===== src/hdl/afr_pkg.sv =====
// ----------------------------------------------------------------------------
// afr_pkg
// Shared constants and controller/datapath interface types for the
// addressed frame receiver.
// ----------------------------------------------------------------------------
package afr_pkg;

  localparam int BUFFER_BYTES   = 8;
  localparam int FRAME_BYTES    = 6;
  localparam int CHECK_POSITION = 4;

  localparam logic [7:0] NEWLINE_BYTE = 8'h0A;
  localparam logic [7:0] ADDR_RESET   = 8'h01;

  localparam int IDX_W = (BUFFER_BYTES > 1) ? $clog2(BUFFER_BYTES) : 1;
  localparam int CNT_W = $clog2(BUFFER_BYTES + 1);

  // check byte past the end of the store reads as zero
  localparam bit               CHECK_IN  = (CHECK_POSITION < BUFFER_BYTES);
  localparam logic [IDX_W-1:0] CHECK_IDX = CHECK_IN ? IDX_W'(CHECK_POSITION) : '0;
  localparam logic [IDX_W-1:0] EMIT_END  = IDX_W'(FRAME_BYTES - 1);

  typedef struct packed {
    logic load;       // store the accepted byte
    logic clear;      // empty the frame store
    logic emit_next;  // advance to the next frame byte
    logic err_sel;    // present the checksum error result
  } afr_cmd_t;

  typedef struct packed {
    logic addr_bad;    // first stored byte is not the node address
    logic frame_done;  // newline without overrun closed a full-length frame
    logic csum_ok;     // running parity matches the check byte
    logic full;        // store holds BUFFER_BYTES bytes
    logic emit_last;   // emit pointer sits on the final frame byte
  } afr_stat_t;

endpackage


===== src/hdl/afr_datapath.sv =====
// ----------------------------------------------------------------------------
// afr_datapath
// Frame store, fill count, running parity, node address register and the
// result field selection.
// ----------------------------------------------------------------------------
module afr_datapath (
  input  logic             clk_i,
  input  logic             rst_ni,
  input  logic             cfg_we_i,
  input  logic [7:0]       cfg_wdata_i,
  input  logic [7:0]       rx_byte_i,
  input  logic             overrun_i,
  input  afr_pkg::afr_cmd_t  cmd_i,
  output afr_pkg::afr_stat_t stat_o,
  output logic             kind_o,
  output logic [7:0]       frame_byte_o,
  output logic             last_o
);
  import afr_pkg::*;

  logic [7:0]       store_q [BUFFER_BYTES];
  logic [CNT_W-1:0] fill_q;
  logic [7:0]       parity_q;
  logic [7:0]       node_addr_q;
  logic             nl_q;
  logic [IDX_W-1:0] emit_idx_q;
  logic             full_now;
  logic             do_clear;
  logic [7:0]       check_byte;

  assign full_now = (int'(fill_q) >= BUFFER_BYTES);
  // a byte arriving at a full store is dropped and the store emptied
  assign do_clear = cmd_i.clear || (cmd_i.load && full_now);

  always_ff @(posedge clk_i or negedge rst_ni) begin
    if (!rst_ni) begin
      for (int i = 0; i < BUFFER_BYTES; i++) begin
        store_q[i] <= '0;
      end
      fill_q   <= '0;
      parity_q <= '0;
    end else if (do_clear) begin
      for (int i = 0; i < BUFFER_BYTES; i++) begin
        store_q[i] <= '0;
      end
      fill_q   <= '0;
      parity_q <= '0;
    end else if (cmd_i.load) begin
      store_q[fill_q[IDX_W-1:0]] <= rx_byte_i;
      fill_q <= fill_q + CNT_W'(1);
      if (int'(fill_q) < CHECK_POSITION) begin
        parity_q <= parity_q ^ rx_byte_i;
      end
    end
  end

  always_ff @(posedge clk_i or negedge rst_ni) begin
    if (!rst_ni) begin
      node_addr_q <= ADDR_RESET;
    end else if (cfg_we_i) begin
      node_addr_q <= cfg_wdata_i;
    end
  end

  always_ff @(posedge clk_i or negedge rst_ni) begin
    if (!rst_ni) begin
      nl_q       <= 1'b0;
      emit_idx_q <= '0;
    end else begin
      if (cmd_i.load) begin
        nl_q <= (rx_byte_i == NEWLINE_BYTE) && !overrun_i;
      end
      if (cmd_i.clear) begin
        emit_idx_q <= '0;
      end else if (cmd_i.emit_next) begin
        emit_idx_q <= emit_idx_q + IDX_W'(1);
      end
    end
  end

  assign check_byte = CHECK_IN ? store_q[CHECK_IDX] : 8'h00;

  assign stat_o.addr_bad   = (store_q[0] != node_addr_q);
  assign stat_o.frame_done = nl_q && (int'(fill_q) == FRAME_BYTES);
  assign stat_o.csum_ok    = (parity_q == check_byte);
  assign stat_o.full       = full_now;
  assign stat_o.emit_last  = (emit_idx_q == EMIT_END);

  assign kind_o       = cmd_i.err_sel;
  assign frame_byte_o = cmd_i.err_sel ? 8'h00 : store_q[emit_idx_q];
  assign last_o       = cmd_i.err_sel || stat_o.emit_last;

  a_clear_empties: assert property (@(posedge clk_i) disable iff (!rst_ni)
    cmd_i.clear |=> (fill_q == '0) && (parity_q == 8'h00))
    else $error("store not empty after clear");

  a_fill_bounded: assert property (@(posedge clk_i) disable iff (!rst_ni)
    int'(fill_q) <= BUFFER_BYTES)
    else $error("fill count beyond store depth");

endmodule


===== src/hdl/afr_ctrl.sv =====
// ----------------------------------------------------------------------------
// afr_ctrl
// Sequencer: takes one byte, judges it, then drains an accepted frame or
// reports a checksum error.
// ----------------------------------------------------------------------------
module afr_ctrl (
  input  logic               clk_i,
  input  logic               rst_ni,
  input  logic               in_valid_i,
  output logic               in_stall_o,
  output logic               out_valid_o,
  input  logic               out_stall_i,
  input  afr_pkg::afr_stat_t stat_i,
  output afr_pkg::afr_cmd_t  cmd_o
);
  import afr_pkg::*;

  typedef enum logic [3:0] {
    S_IDLE = 4'b0001,
    S_EVAL = 4'b0010,
    S_EMIT = 4'b0100,
    S_ERR  = 4'b1000
  } state_e;

  state_e state_q, state_d;
  logic   in_acc;
  logic   out_acc;

  assign in_stall_o  = (state_q != S_IDLE);
  assign out_valid_o = (state_q == S_EMIT) || (state_q == S_ERR);
  assign in_acc      = in_valid_i && !in_stall_o;
  assign out_acc     = out_valid_o && !out_stall_i;

  always_comb begin
    state_d         = state_q;
    cmd_o.load      = 1'b0;
    cmd_o.clear     = 1'b0;
    cmd_o.emit_next = 1'b0;
    cmd_o.err_sel   = (state_q == S_ERR);
    case (state_q)
      S_IDLE: begin
        if (in_acc) begin
          cmd_o.load = 1'b1;
          state_d    = S_EVAL;
        end
      end
      S_EVAL: begin
        if (stat_i.addr_bad) begin
          cmd_o.clear = 1'b1;
          state_d     = S_IDLE;
        end else if (stat_i.frame_done) begin
          state_d = stat_i.csum_ok ? S_EMIT : S_ERR;
        end else begin
          cmd_o.clear = stat_i.full;
          state_d     = S_IDLE;
        end
      end
      S_EMIT: begin
        if (out_acc) begin
          if (stat_i.emit_last) begin
            cmd_o.clear = 1'b1;
            state_d     = S_IDLE;
          end else begin
            cmd_o.emit_next = 1'b1;
          end
        end
      end
      S_ERR: begin
        if (out_acc) begin
          cmd_o.clear = 1'b1;
          state_d     = S_IDLE;
        end
      end
      default: begin
        cmd_o.clear = 1'b1;
        state_d     = S_IDLE;
      end
    endcase
  end

  always_ff @(posedge clk_i or negedge rst_ni) begin
    if (!rst_ni) begin
      state_q <= S_IDLE;
    end else begin
      state_q <= state_d;
    end
  end

  a_load_not_clear: assert property (@(posedge clk_i) disable iff (!rst_ni)
    cmd_o.load |-> !cmd_o.clear)
    else $error("load and clear together");

  a_accept_evaluates: assert property (@(posedge clk_i) disable iff (!rst_ni)
    in_acc |=> (state_q == S_EVAL) && !out_valid_o)
    else $error("byte not evaluated after transaction");

  a_final_result_ends: assert property (@(posedge clk_i) disable iff (!rst_ni)
    out_acc && (state_q == S_ERR || stat_i.emit_last) |=> !out_valid_o && !in_stall_o)
    else $error("results continue past the final one");

endmodule


===== src/hdl/addressed_frame_receiver.sv =====
// ----------------------------------------------------------------------------
// addressed_frame_receiver
// Collects serial bytes into a frame store, checks node address and XOR
// checksum, and replays accepted frames byte by byte.
// ----------------------------------------------------------------------------
// Each received byte is first stored, and the controller then judges the
// updated store (address, length, checksum). When a byte completes a valid
// frame the block then drains FRAME_BYTES results at one per cycle while
// the output is not stalled, or one error result on a checksum mismatch,
// and takes no new byte until the last result transaction; a stalled output
// holds the block in that drain. The frame store is a small register file
// read at the drain pointer, so draining is paced by that single read port.
module addressed_frame_receiver (
  input  logic       clk_i,
  input  logic       rst_ni,
  input  logic       cfg_we_i,
  input  logic [7:0] cfg_wdata_i,
  input  logic       in_valid_i,
  output logic       in_stall_o,
  input  logic [7:0] rx_byte_i,
  input  logic       overrun_i,
  output logic       out_valid_o,
  input  logic       out_stall_i,
  output logic       kind_o,
  output logic [7:0] frame_byte_o,
  output logic       last_o
);
  import afr_pkg::*;

  afr_cmd_t  cmd;
  afr_stat_t stat;

  afr_ctrl u_ctrl (
    .clk_i       (clk_i),
    .rst_ni      (rst_ni),
    .in_valid_i  (in_valid_i),
    .in_stall_o  (in_stall_o),
    .out_valid_o (out_valid_o),
    .out_stall_i (out_stall_i),
    .stat_i      (stat),
    .cmd_o       (cmd)
  );

  afr_datapath u_datapath (
    .clk_i        (clk_i),
    .rst_ni       (rst_ni),
    .cfg_we_i     (cfg_we_i),
    .cfg_wdata_i  (cfg_wdata_i),
    .rx_byte_i    (rx_byte_i),
    .overrun_i    (overrun_i),
    .cmd_i        (cmd),
    .stat_o       (stat),
    .kind_o       (kind_o),
    .frame_byte_o (frame_byte_o),
    .last_o       (last_o)
  );

endmodule


===== config.mk =====
export PLATFORM = sky130hd
export DESIGN_NAME = addressed_frame_receiver
export DESIGN_NICKNAME = d
export VERILOG_FILES = /design/src/hdl/afr_pkg.sv /design/src/hdl/afr_datapath.sv /design/src/hdl/afr_ctrl.sv /design/src/hdl/addressed_frame_receiver.sv
export SDC_FILE = /design/constraint.sdc
export NUM_CORES = 1
export LEC_CHECK = 0
export BUFFER_PORTS_ARGS = -buffer_cell sky130_fd_sc_hd__buf_4
export CAP_MARGIN = 20
export CORE_MARGIN = 8
export CORE_UTILIZATION = 66
export CTS_CLUSTER_SIZE = 14
export DETAILED_ROUTE_END_ITERATION = 10
export PLACE_DENSITY = 0.9
export SLEW_MARGIN = 15
export SYNTH_ARGS = -nofsm -noshare
export SYNTH_HDL_FRONTEND = slang
export SYNTH_SLANG_ARGS = --single-unit

===== constraint.sdc =====
create_clock -name clk_i -period 4.6 [get_ports clk_i]
set_input_delay 0.69 -clock clk_i [delete_from_list [all_inputs] [get_ports clk_i]]
set_output_delay 0.69 -clock clk_i [all_outputs]
set_load 0.05 [all_outputs]

# Word level (Yosys, flattened, before mapping)
# Cells that the tools add are included.
[word_totals]
in_bits = 22
latch_bits = 0
romBits = 0
word_cells = 89
ramBits = 0
mem_count = 0
reg_bits = 92
[classes]
order_cmp = 5
bitwise = 3
shifts = 0
addsub = 2
n_mul = 0
n_div = 0
reduce_logical = 17
muxes = 34
eq_ne = 14
[op_table]
columns = ["operator", "n"]
rows = [
  ["2-to-1 mux 64 bit", 2],
  ["bitwise mux 64 bit", 1],
  ["2-to-1 mux 8 bit", 7],
  ["2-to-1 mux 4 bit", 9],
  ["binary-select mux 8 bit (select 3 bit)", 1],
  ["demux 8 bit (select 3 bit)", 1],
  ["case mux 4 bit (4 select lines)", 1],
  ["greater-or-equal comparator 4 bit, second input constant", 3],
  ["equality test 4 bit, second input constant", 2],
  ["equality test 8 x 4 -> 1 bit, second input constant", 1],
  ["equality test 8 bit", 1],
  ["2-to-1 mux 1 bit", 8],
  ["inequality test 2 x 1 -> 1 bit, second input constant", 4],
  ["inequality test 8 bit", 1],
  ["NOT 3 -> 4 bit", 2],
  ["XOR 8 bit", 1],
  ["logical AND 1 bit", 6],
  ["2-to-1 mux 3 bit", 2],
  ["nonzero test 2 bit", 3],
  ["adder 4 x 1 -> 4 bit, second input constant", 1],
  ["equality test 4 x 1 -> 1 bit, second input constant", 1],
  ["equality test 4 x 2 -> 1 bit, second input constant", 1],
  ["equality test 4 x 3 -> 1 bit, second input constant", 1],
  ["less-than comparator 4 x 1 -> 1 bit, second input constant", 1],
  ["10 further kinds", 14],
]

# Longest topological paths before layout
[depth]
ltp_word = 9
mapped_depth = 12
ltp_nobuf = 7

# Modules after synthesis
# A second synthesis with hierarchy kept.
[hier_totals]
cells_unflattened = 501
hier_area_um2 = 4785.8
[modules_own_cells]
columns = ["mod", "n_inst", "seq_area_each_um2", "area_per_inst_um2", "cells_per_inst"]
rows = [
  ["afr_datapath", 1, 2203.4, 4510.6, 468],
  ["afr_ctrl", 1, 101.3, 275.3, 33],
]

# Least setup slack after synthesis
# No wires, ideal clock.
[synth_path]
kind = "register to output"
start = "reg u_ctrl.state_q[1]"
end = "out out_valid_o"
path_stages_with_launch = 4
arrival_time_ns = 1.956
path_slack_ns = 1.954
path_buffers = 1
path_cell_list = "dfrtp_1 nor4b_1 clkbuf_1 nand2b_1"
[synth_between]
elab_chain_cells = 2
[synth_lines]
columns = ["item", "line", "text"]
rows = [
  ["start: declaration", "afr_ctrl.sv:25", "state_e state_q, state_d;"],
  ["start signal: assignment", "afr_ctrl.sv:85", "state_q <= state_d;"],
  ["equality test 4 bit", "-", ""],
  ["named net kind_o", "addressed_frame_receiver.sv:24", "output logic kind_o,"],
  ["logical OR 1 bit", "afr_ctrl.sv:30", "assign out_valid_o = (state_q == S_EMIT) || (state_q == S_ERR);"],
  ["end: declaration", "addressed_frame_receiver.sv:22", "output logic out_valid_o,"],
]
# The timed path passes the listed nets, and every way through them passes these cells.

# Worst setup path after layout
[layout_path]
start = "reg u_datapath.emit_idx_q[1]"
end = "reg u_datapath.store_q[23] (netlist bit)"
[layout_between]
elab_chain_cells = 6
[layout_lines]
columns = ["item", "line", "text"]
rows = [
  ["start: declaration", "afr_datapath.sv:26", "logic [IDX_W-1:0] emit_idx_q;"],
  ["start signal: assignment", "afr_datapath.sv:76", "emit_idx_q <= emit_idx_q + IDX_W'(1);"],
  ["equality test 3 bit (*)", "afr_datapath.sv:87", "assign stat_o.emit_last = (emit_idx_q == EMIT_END);"],
  ["2-to-1 mux 1 bit (*)", "afr_ctrl.sv:60", "if (stat_i.emit_last) begin"],
  ["2-to-1 mux 2 bit (*)", "afr_ctrl.sv:59", "if (out_acc) begin"],
  ["case mux 1 bit (4 select lines) (*)", "afr_ctrl.sv:40", "case (state_q)"],
  ["logical OR 1 bit (*)", "afr_datapath.sv:33", "assign do_clear = cmd_i.clear || (cmd_i.load && full_now);"],
  ["2-to-1 mux 64 bit or nonzero test 2 bit (tied branches)", "-", ""],
  ["end signal: indexed assignment", "afr_datapath.sv:49", "store_q[fill_q[IDX_W-1:0]] <= rx_byte_i;"],
  ["end: declaration", "afr_datapath.sv:21", "logic [7:0] store_q [BUFFER_BYTES];"],
]
# Every way passes the cells marked *; elsewhere a longest branch is shown, timed or not.
# A chain may end at the register's enable or synchronous reset.

==> results by group <==
Setup path
  • CP peak stage delay: 910 ps
  • Setup CP Type: register to register
  • Worst Setup End Kind: register
  • Crit path DAT: ~3500 ps
  • Slowest-stage cell, CP: dfrtp_1
  • Max FO, Critical Path: 40
  • Crit-path cells: inv_1, ha_1, nand2_1, o21bai_4, nand3_2, buf_4, nand4_2, mux2i_1
  • Worst Setup Start Kind: register
  • Reg2Reg Depth: 8
  • Required @ worst endpoint: 4880 ps

CTS
  • Num CTS Buffers: 9
  • Hold Buf Count CTS: 0
  • Clock Latency Late Sink: approximately 360 ps
  • Root buffer cell: clkbuf_8
  • H-tree levels: 3
  • Max clock buf depth: 2
  • Reg clk slew, reported paths: about 90 ps
  • # Post-CTS Setup Buffers: 0
  • TritonCTS clock tree: done
  • Resized Gates After CTS: 0
  • Sink Count: 92

Final layout
  • Antenna cells: 0
  • Synth-to-Final Area Change: 8.34%
  • Nets: slightly below 500
  • Layout cells sized above 1: about 22%
  • Most frequent cells in the layout: 90 x dfrtp_1, 72 x mux2i_1, 60 x nand4_1, 40 x buf_4, 31 x nand2_1
  • Commonest non-fill, non-tap cell in the layout: dfrtp_1
  • Cell area after layout: 0.00566 mm2
  • Final Instance Count excl. Fillers: 571

Place
  • HPWL Detailed: 8530 um
  • DP Area: 0.00541 mm2
  • IO Port Bufs: 33
  • Dpl cells: 555
  • Gpl congestion: around 0.84

Route
  • Routed wl met2: 6220 um
  • Met3 WL: ~1000 um
  • Final WL: 12800 um
  • Via count: 3940
  • M1 WL: a little over 5000 um
  • Initial DRC Count: 422
  • Final ANT Viol Nets: 0
  • Uppermost layer routed: met4
  • Detailed Routing Iterations Pass 1: 5
  • WL per Instance: 22.4 um
  • DR DRC count: 0
  • Vias/cell: 6.90

Timing
  • Fin crit share: 70.9%
  • Max-slew headroom: 33.5%
  • FMAX: 307 MHz
  • Hold WS: 353 ps
  • Max-slew violation count: 0
  • Final Critical Period: 3260 ps
  • Finish-stage setup viols: 0
  • Slew @ Worst Pin: 995 ps
  • Clk_skew: roughly 9.2 ps
  • Unrepaired setup endpoints after global routing: no
  • Setup TNS: 0 ps
  • Hold Fails Final Rpt: 0

Power
  • Pwr per Cell Area: 364 mW/mm2
  • Pleak: about 0.0026 uW
  • Max IR drop VDD: 0.000173 V

Global routing
  • First-pass GRT wire length: 20700 um
  • Largest net degree at the start of global routing: 75
  • Global-route usage over all layers: 23.4%
  • Initial antenna violation count: 0
  • Vias in the first global route: between 3000 and 4000
  • Total grt overflow: 0

Floorplanning
  • I/O pin cnt: 34
  • Die X: 105 um
  • DIE AREA: 0.0110 mm2
  • Initial Utilization: 67.9%
  • Core area: around 0.0077 mm2
  • DIE HEIGHT: 105 um
  • Row cnt: 32

Yosys
  • Mean Syn Cell Area: 11.5 um2
  • Largest area contributor in the netlist: dfrtp_1
  • Synthesized netlist cell count: between 400 and 500
  • Mapped Area: 0.00522 mm2
  • Post-synth top area share: 43.1%
  • Flip-flop and latch count after synthesis: ~90
  • Seq/Total Area, Yosys: 44.1%
  • Synth top area cells: dfrtp_1 43%, mux2i_1 14%, nand4_1 7.2%, mux4_2 6.9%, xnor2_1 2.9%
  • Synth cell types: 47
  • Top_reg_cell synth: dfrtp_1
  • EDFF count, synth: 0
  • Post-Syn Nets: 483
  • Fraction of registers with async set/reset: between 90% and 100%
  • Number of warnings issued by yosys: 0

Outcome
  • Status: finished, final reports clean

Worst hold path
  • HP Class: input pin to async pin

Run
  • MaxCap Viol Count: 0
-- power by group --
part	internal (uW)	switching, uW	total, uW	leakage [uW]
combinational	169	294	463	0.00127
sequential	863	60.3	923	0.00125
clock	376	296	672	0.000122
-- through the flow --
step	setup slack, ps	total power [uW]	utilization, %
floorplan	1950	1270	-
global placement	1610	1370	70.3
detailed placement	1460	1400	70.3
CTS	1360	2060	73.6
global route	1210	2130	73.6
finish	1340	2060	73.6
-- final timing paths --
path | start | endpoint | slack [ps]
max | u_datapath.emit_idx_q[1] | u_datapath.store_q[23] | 1340
min | rst_ni | u_datapath.node_addr_q[5] | 350
max reg2reg | u_datapath.emit_idx_q[1] | u_datapath.store_q[23] | 1340
min reg2reg | u_datapath.nl_q | u_datapath.nl_q | 540
max in group asynchronous | rst_ni | u_datapath.store_q[4] | 3260
min in group clk_i | u_datapath.nl_q | u_datapath.nl_q | 540
-- state kept, by name (all words and copies together), names as in the netlist --
register                count
u_ctrl.state_q              4
u_datapath.check_byte       8
u_datapath.emit_idx_q       3
u_datapath.fill_q           4
u_datapath.nl_q             1
u_datapath.node_addr_q      8
u_datapath.parity_q         8
u_datapath.store_q         56
-- critical path, delay by kind of cell (launching register included) --
family | cells | cell delay, ps
and+or+nand+nor | 3 | 1010
DFF | 1 | 910
buffers and inverters | 2 | 660
muxes | 1 | 250
adders and majority gates | 1 | 240
AOI/OAI and AO/OA | 1 | 80
-- cell usage after synthesis (2+ instances only) --
master	number
nand4_1	60
nand3_2	2
a21oi_1	10
or3_1	9
buf_4	7
dfrtp_1	90
a211oi_1	2
inv_1	6
buf_2	11
dfstp_2	2
mux2_2	8
nand3_1	5
xor2_1	3
mux2i_1	72
ha_1	5
nor3b_1	3
buf_6	6
o21ai_0	3
nand2b_1	2
nor4b_2	2
nor2_1	27
a31o_2	3
mux4_2	16
nand2_1	32
a21o_1	8
nand4_4	3
xnor2_1	17
a311o_1	3
buf_1	4
nand4_2	5
clkbuf_1	14
-- cell families after synthesis --
kind of cell | share of synthesized area, %
AOI/OAI and AO/OA | 5.18
xor gates and xnor gates | 3.35
adders and majority gates | 1.20
buffers and inverters | 5.37
DFF | 44.1
muxes | 22.4
and+or+nand+nor | 18.3
-- metal layers --
layer / global-route usage, % / vias to the layer above
li1: - / 1716
met1: 30.4 / 1973
met2: 37.5 / 213
met3: 3.81 / 38
met4: 11.5 / 0
met5: 0 / -
-- final cells by class --
class                           instances  area [um2]
Clock buffer                           10         138
Inverter                                6        22.5
Tap cell                              102         128
Fill cell                             484        2030
Sequential cell                        92        2300
Timing Repair Buffer                   40         300
Multi-Input combinational cell        315        2650
Clock inverter                          6         111
Power figures use the tool's default switching activity.
